[src/rtl/core/fwk_pkg.sv]
// Shared constants, codes and controller/datapath interface types for the Fenwick table.
package fwk_pkg;

    localparam int MAX_ENTRIES = 1024;
    localparam int VALUE_W     = 32;
    localparam int ADDR_W      = $clog2(MAX_ENTRIES);
    localparam int CNT_W       = ADDR_W + 1;
    localparam int POS_W       = ADDR_W + 2;
    localparam int REG_W       = 11;
    localparam int PADDR_W     = 3;
    localparam int PDATA_W     = 32;

    localparam logic [REG_W-1:0] ENTRIES_RESET = REG_W'(1024);

    localparam logic REQ_UPDATE = 1'b0;
    localparam logic REQ_QUERY  = 1'b1;

    localparam logic [PADDR_W-3:0] REG_ENTRIES = '0;

    typedef enum logic [2:0] {
        ST_CLEAR,
        ST_IDLE,
        ST_UPD_RD,
        ST_UPD_WR,
        ST_QHI_RD,
        ST_QHI_ACC,
        ST_QLO_RD,
        ST_QLO_ACC
    } state_t;

    typedef struct packed {
        logic clr_wr;
        logic capture;
        logic rd;
        logic upd_wr;
        logic acc_add;
        logic acc_sub;
        logic load_lo;
        logic emit;
        logic emit_err;
    } ctl_cmd_t;

    typedef struct packed {
        logic clr_last;
        logic pos_zero;
        logic pos_in_use;
        logic is_query;
        logic idx_in_use;
    } ctl_sts_t;

endpackage

[src/rtl/core/fwk_ctrl.sv]
// Controller: sequences the clearing pass, update walks and the two prefix walks of a query.
module fwk_ctrl (
    input  logic               clk,
    input  logic               rst_n,
    input  logic               start,
    input  fwk_pkg::ctl_sts_t  sts,
    output fwk_pkg::ctl_cmd_t  cmd,
    output logic               busy
);
    import fwk_pkg::*;

    state_t state_reg;
    state_t state_next;

    always_ff @(posedge clk or negedge rst_n)
    begin
        if (!rst_n)
        begin
            state_reg <= ST_CLEAR;
        end
        else
        begin
            state_reg <= state_next;
        end
    end

    always_comb
    begin
        state_next = state_reg;
        cmd        = '0;
        case (state_reg)
            ST_CLEAR:
            begin
                cmd.clr_wr = 1'b1;
                if (sts.clr_last)
                begin
                    state_next = ST_IDLE;
                end
            end
            ST_IDLE:
            begin
                if (start)
                begin
                    cmd.capture = 1'b1;
                    if (sts.is_query)
                    begin
                        if (sts.idx_in_use)
                        begin
                            state_next = ST_QHI_RD;
                        end
                        else
                        begin
                            cmd.emit_err = 1'b1;
                        end
                    end
                    else if (sts.idx_in_use)
                    begin
                        state_next = ST_UPD_RD;
                    end
                end
            end
            ST_UPD_RD:
            begin
                // stop once the walk climbs past the entries in use
                if (sts.pos_in_use)
                begin
                    cmd.rd     = 1'b1;
                    state_next = ST_UPD_WR;
                end
                else
                begin
                    state_next = ST_IDLE;
                end
            end
            ST_UPD_WR:
            begin
                cmd.upd_wr = 1'b1;
                state_next = ST_UPD_RD;
            end
            ST_QHI_RD:
            begin
                if (sts.pos_zero)
                begin
                    cmd.load_lo = 1'b1;
                    state_next  = ST_QLO_RD;
                end
                else
                begin
                    cmd.rd     = 1'b1;
                    state_next = ST_QHI_ACC;
                end
            end
            ST_QHI_ACC:
            begin
                cmd.acc_add = 1'b1;
                state_next  = ST_QHI_RD;
            end
            ST_QLO_RD:
            begin
                if (sts.pos_zero)
                begin
                    cmd.emit   = 1'b1;
                    state_next = ST_IDLE;
                end
                else
                begin
                    cmd.rd     = 1'b1;
                    state_next = ST_QLO_ACC;
                end
            end
            ST_QLO_ACC:
            begin
                cmd.acc_sub = 1'b1;
                state_next  = ST_QLO_RD;
            end
            default:
            begin
                state_next = ST_IDLE;
            end
        endcase
    end

    assign busy = (state_reg != ST_IDLE);

endmodule

[config.mk]
export PLATFORM = sky130hd
export DESIGN_NAME = fwk_ctrl
export DESIGN_NICKNAME = d
export VERILOG_FILES = /design/src/rtl/core/fwk_pkg.sv /design/src/rtl/core/fwk_ctrl.sv
export SDC_FILE = /design/constraint.sdc
export NUM_CORES = 1
export LEC_CHECK = 0
export BUFFER_PORTS_ARGS = -buffer_cell sky130_fd_sc_hd__buf_2
export CAP_MARGIN = 20
export CORE_AREA = 4 4 41 43
export CTS_BUF_LIST = sky130_fd_sc_hd__clkbuf_2 sky130_fd_sc_hd__clkbuf_4 sky130_fd_sc_hd__clkbuf_8
export DETAILED_ROUTE_END_ITERATION = 10
export DIE_AREA = 0 0 45 47
export GPL_ROUTABILITY_DRIVEN = 0
export GPL_TIMING_DRIVEN = 0
export RECOVER_POWER = 25
export SYNTH_ARGS = -nofsm -noshare
export SYNTH_HDL_FRONTEND = slang
export SYNTH_SLANG_ARGS = --single-unit
[constraint.sdc]
create_clock -name clk -period 1.2 [get_ports clk]
set_input_delay 0.24 -clock clk [delete_from_list [all_inputs] [get_ports clk]]
set_output_delay 0.24 -clock clk [all_outputs]
set_load 0.01 [all_outputs]
==> impl_metrics.py <==
metrics = {
    "outcome": {
        "status": "finished with violations",
        "failed_checks": "setup timing",
    },
    "finish": {
        "layout-drive-gt1-share": 0.750,
        "fillers": 135,
        "largest_reg_flops": 3,
        "finalNetCount": 77,
        "n_antenna_cell": 0,
        "area_delta_synth_final_pct": 110,
    },
    "critical_path": {
        "slowest_stage": "dfrtp_1",
        "cp_slowest_stage_delay_ps": 400,
        "arrival_ps": 1210,
        "startpoint_type": "flip-flop",
        "required_ps": 960,
        "crit_chain": "buf_6, nor4_2, buf_2",
        "cp_max_fo": 8,
        "critPathCaptureType": "output port",
        "critPathKind": "reg -> out",
    },
    "grt": {
        "antenna_found_initial": 0,
        "grt_max_degree": 10,
        "grt_pass1_vias": 366,
        "grt_pass1_wl_mm": 1.55,
        "grt.total_usage": 0.105,
        "overflow": 0,
    },
    "routing": {
        "wirelength_um": 981,
        "first_pass_iters": 1,
        "drt_iter0_markers": 0,
        "met2WireLength_um": 462,
        "via_per_inst": 4.67,
        "top_layer": "met4",
        "drc": 0,
        "drt-wirelength-per-cell_um": 11.8,
        "vias": 388,
        "ant_nets": 0,
        "wl_met1_um": 428,
        "wl_met3_um": 80,
    },
    "die": {
        "fp.dieW_um": 45,
        "placementRows": 13,
        "die_area_mm2": 0.00212,
        "start_util": 0.223,
        "fp.dieH_um": 47,
        "coreArea_mm2": 0.00130,
        "ios": 18,
    },
    "synth": {
        "yosysTopAreaCellShare": 0.259,
        "synthesis.nets": 43,
        "syn_avg_cell_area_um2": 8.29,
        "ys_warn_count": 0,
        "synth_edf_count": 0,
        "synthSimpleGateAreaFrac": 0.427,
        "synth_xor_area_frac": 0,
        "synth_area_um2": 290,
        "ys_seq_elements": 3,
        "async_flop_share": 1.00,
        "synth_most_common_cell": "and3_1",
        "synth.area.top_cells": "dfrtp_1, and3_1, nor4bb_2",
        "synthMuxAreaShare": 0,
        "synthCells": 35,
        "synth_compound_area_frac": 0.207,
        "synthTopCellsByCount": "and3_1, dfrtp_1, nand2_1",
        "synth-adder-area-share": 0,
        "synth_top_family_by_area": "simple AND/OR/NAND/NOR gates",
        "ys.flop_type": "dfrtp_1",
        "synth_cell_types": 24,
        "synth-seq-area-share": 0.259,
        "synth_top_area_cell": "dfrtp_1",
    },
    "placement": {
        "portBuffers": 17,
        "pre_cts_ws_ps": -81.1,
        "dp_hpwl_um": 626,
    },
    "sta": {
        "max_freq_mhz": 689,
        "layout_min_cycle_time_ps": 1450,
        "worst_slew_pin_slew_ps": 211,
        "setup_viol": 11,
        "finClkSkew_ps": 0.0501,
        "period_share": 1.21,
        "slew_viol_final": 0,
        "rsz0062_at_grt": "true",
        "setup_ws_ps": -251,
        "hold_viol_final": 0,
        "tns_ps": -1940,
        "slew_headroom": 0.859,
    },
    "clock_network": {
        "insertion_delay_ps": 230,
        "clock-sinks": 3,
        "cts-root-buf": "clkbuf_4",
        "htree_levels": 1,
        "cts_made_buffers": 3,
        "cts_buffer_depth": 2,
        "clkTransAtPathRegs_ps": 40,
        "cts_tree": "done",
    },
    "power_and_ir_drop": {
        "power_density_mw_per_mm2": 2500,
        "leakage_nw": 0.296,
        "max-vdd-ir-drop_mv": 0.802,
    },
    "flow_run": {
        "max_cap_viol_count": 0,
    },
    "worst_hold_path": {
        "hp-class": "in -> reg",
    },
}
## final cells by class
type,instances,area [µm²],area share
buffer,3,33.8,0.0553
sequential,3,77.6,0.127
inverter,2,7.51,0.0123
clock buffer,4,30.0,0.0492
timing repair buffer,29,204,0.334
tap,15,18.8,0.0307
multi-input combinational,27,239,0.391
## cell families after synthesis
kind of cell,after synthesis
flops,3
simple gates,19
compound gates,8
buf+inv,5
## cell usage in the layout (no fill, tap or decap), drive strengths merged, types with 2 or more instances in the layout
cell type	synthesis	final
a2bb2oi	2	2
and3	4	4
nand2	3	3
nand3	2	2
clkbuf	0	5
a21oi	2	2
inv	2	2
nor2	2	2
buf	3	30
dfrtp	3	3
## power by group
part           switching (mW)  total [mW]  internal [mW]
Combinational           0.462        1.08          0.620
Sequential             0.0842       0.245          0.160
Clock                  0.0542       0.201          0.147
## repair_timing
| item | in CTS | in global routing |
|---|---|---|
| cloned | 1 | 0 |
| pin swaps | 3 | 4 |
| endpoints found under the setup margin | 10 | 11 |
| hold endpoints to repair | 3 | 0 |
| hold buffers | 1 | 0 |
| resized for setup | 11 | 12 |
| buffers inserted | 9 | 1 |
## critical path: cells and delay by family (launching register included)
family                 cells  cell delay [ps]
AND/OR/NAND/NOR            1              250
buffers and inverters      2              320
flip-flops                 1              400
## path summary, 6_finish.rpt
path,depth (start not counted),slack (ps),endpoint,from
min in group asynchronous,2,340,state_reg[2],rst_n
max in group asynchronous,2,690,state_reg[0],rst_n
worst max-delay path,3,-250,cmd[0],state_reg[2]
worst min-delay path,3,310,state_reg[1],sts[2]
worst min register to register,2,650,state_reg[1],state_reg[2]
worst max register to register,5,-80,state_reg[1],state_reg[1]
## through the flow
step	util	hold slack, ps	power, mW	instances	area, µm²
2_1_floorplan	-	-55.6	0.665	35	297
3_3_place_gp	0.308	36.5	0.849	67	400
3_5_place_dp	0.308	39.8	0.854	67	400
4_1_cts	0.421	319	1.39	82	548
5_1_grt	0.469	358	1.65	83	611
6_report	0.469	311	1.53	83	611
## per-layer routing
| layer | vias to the layer above | track usage |
|---|---|---|
| met5 | - | 0 |
| met4 | 0 | 0.0877 |
| met3 | 2 | 0.0345 |
| met2 | 14 | 0.150 |
| met1 | 177 | 0.128 |
| li1 | 195 | - |
Note: power is estimated with default switching activity, not from simulation.
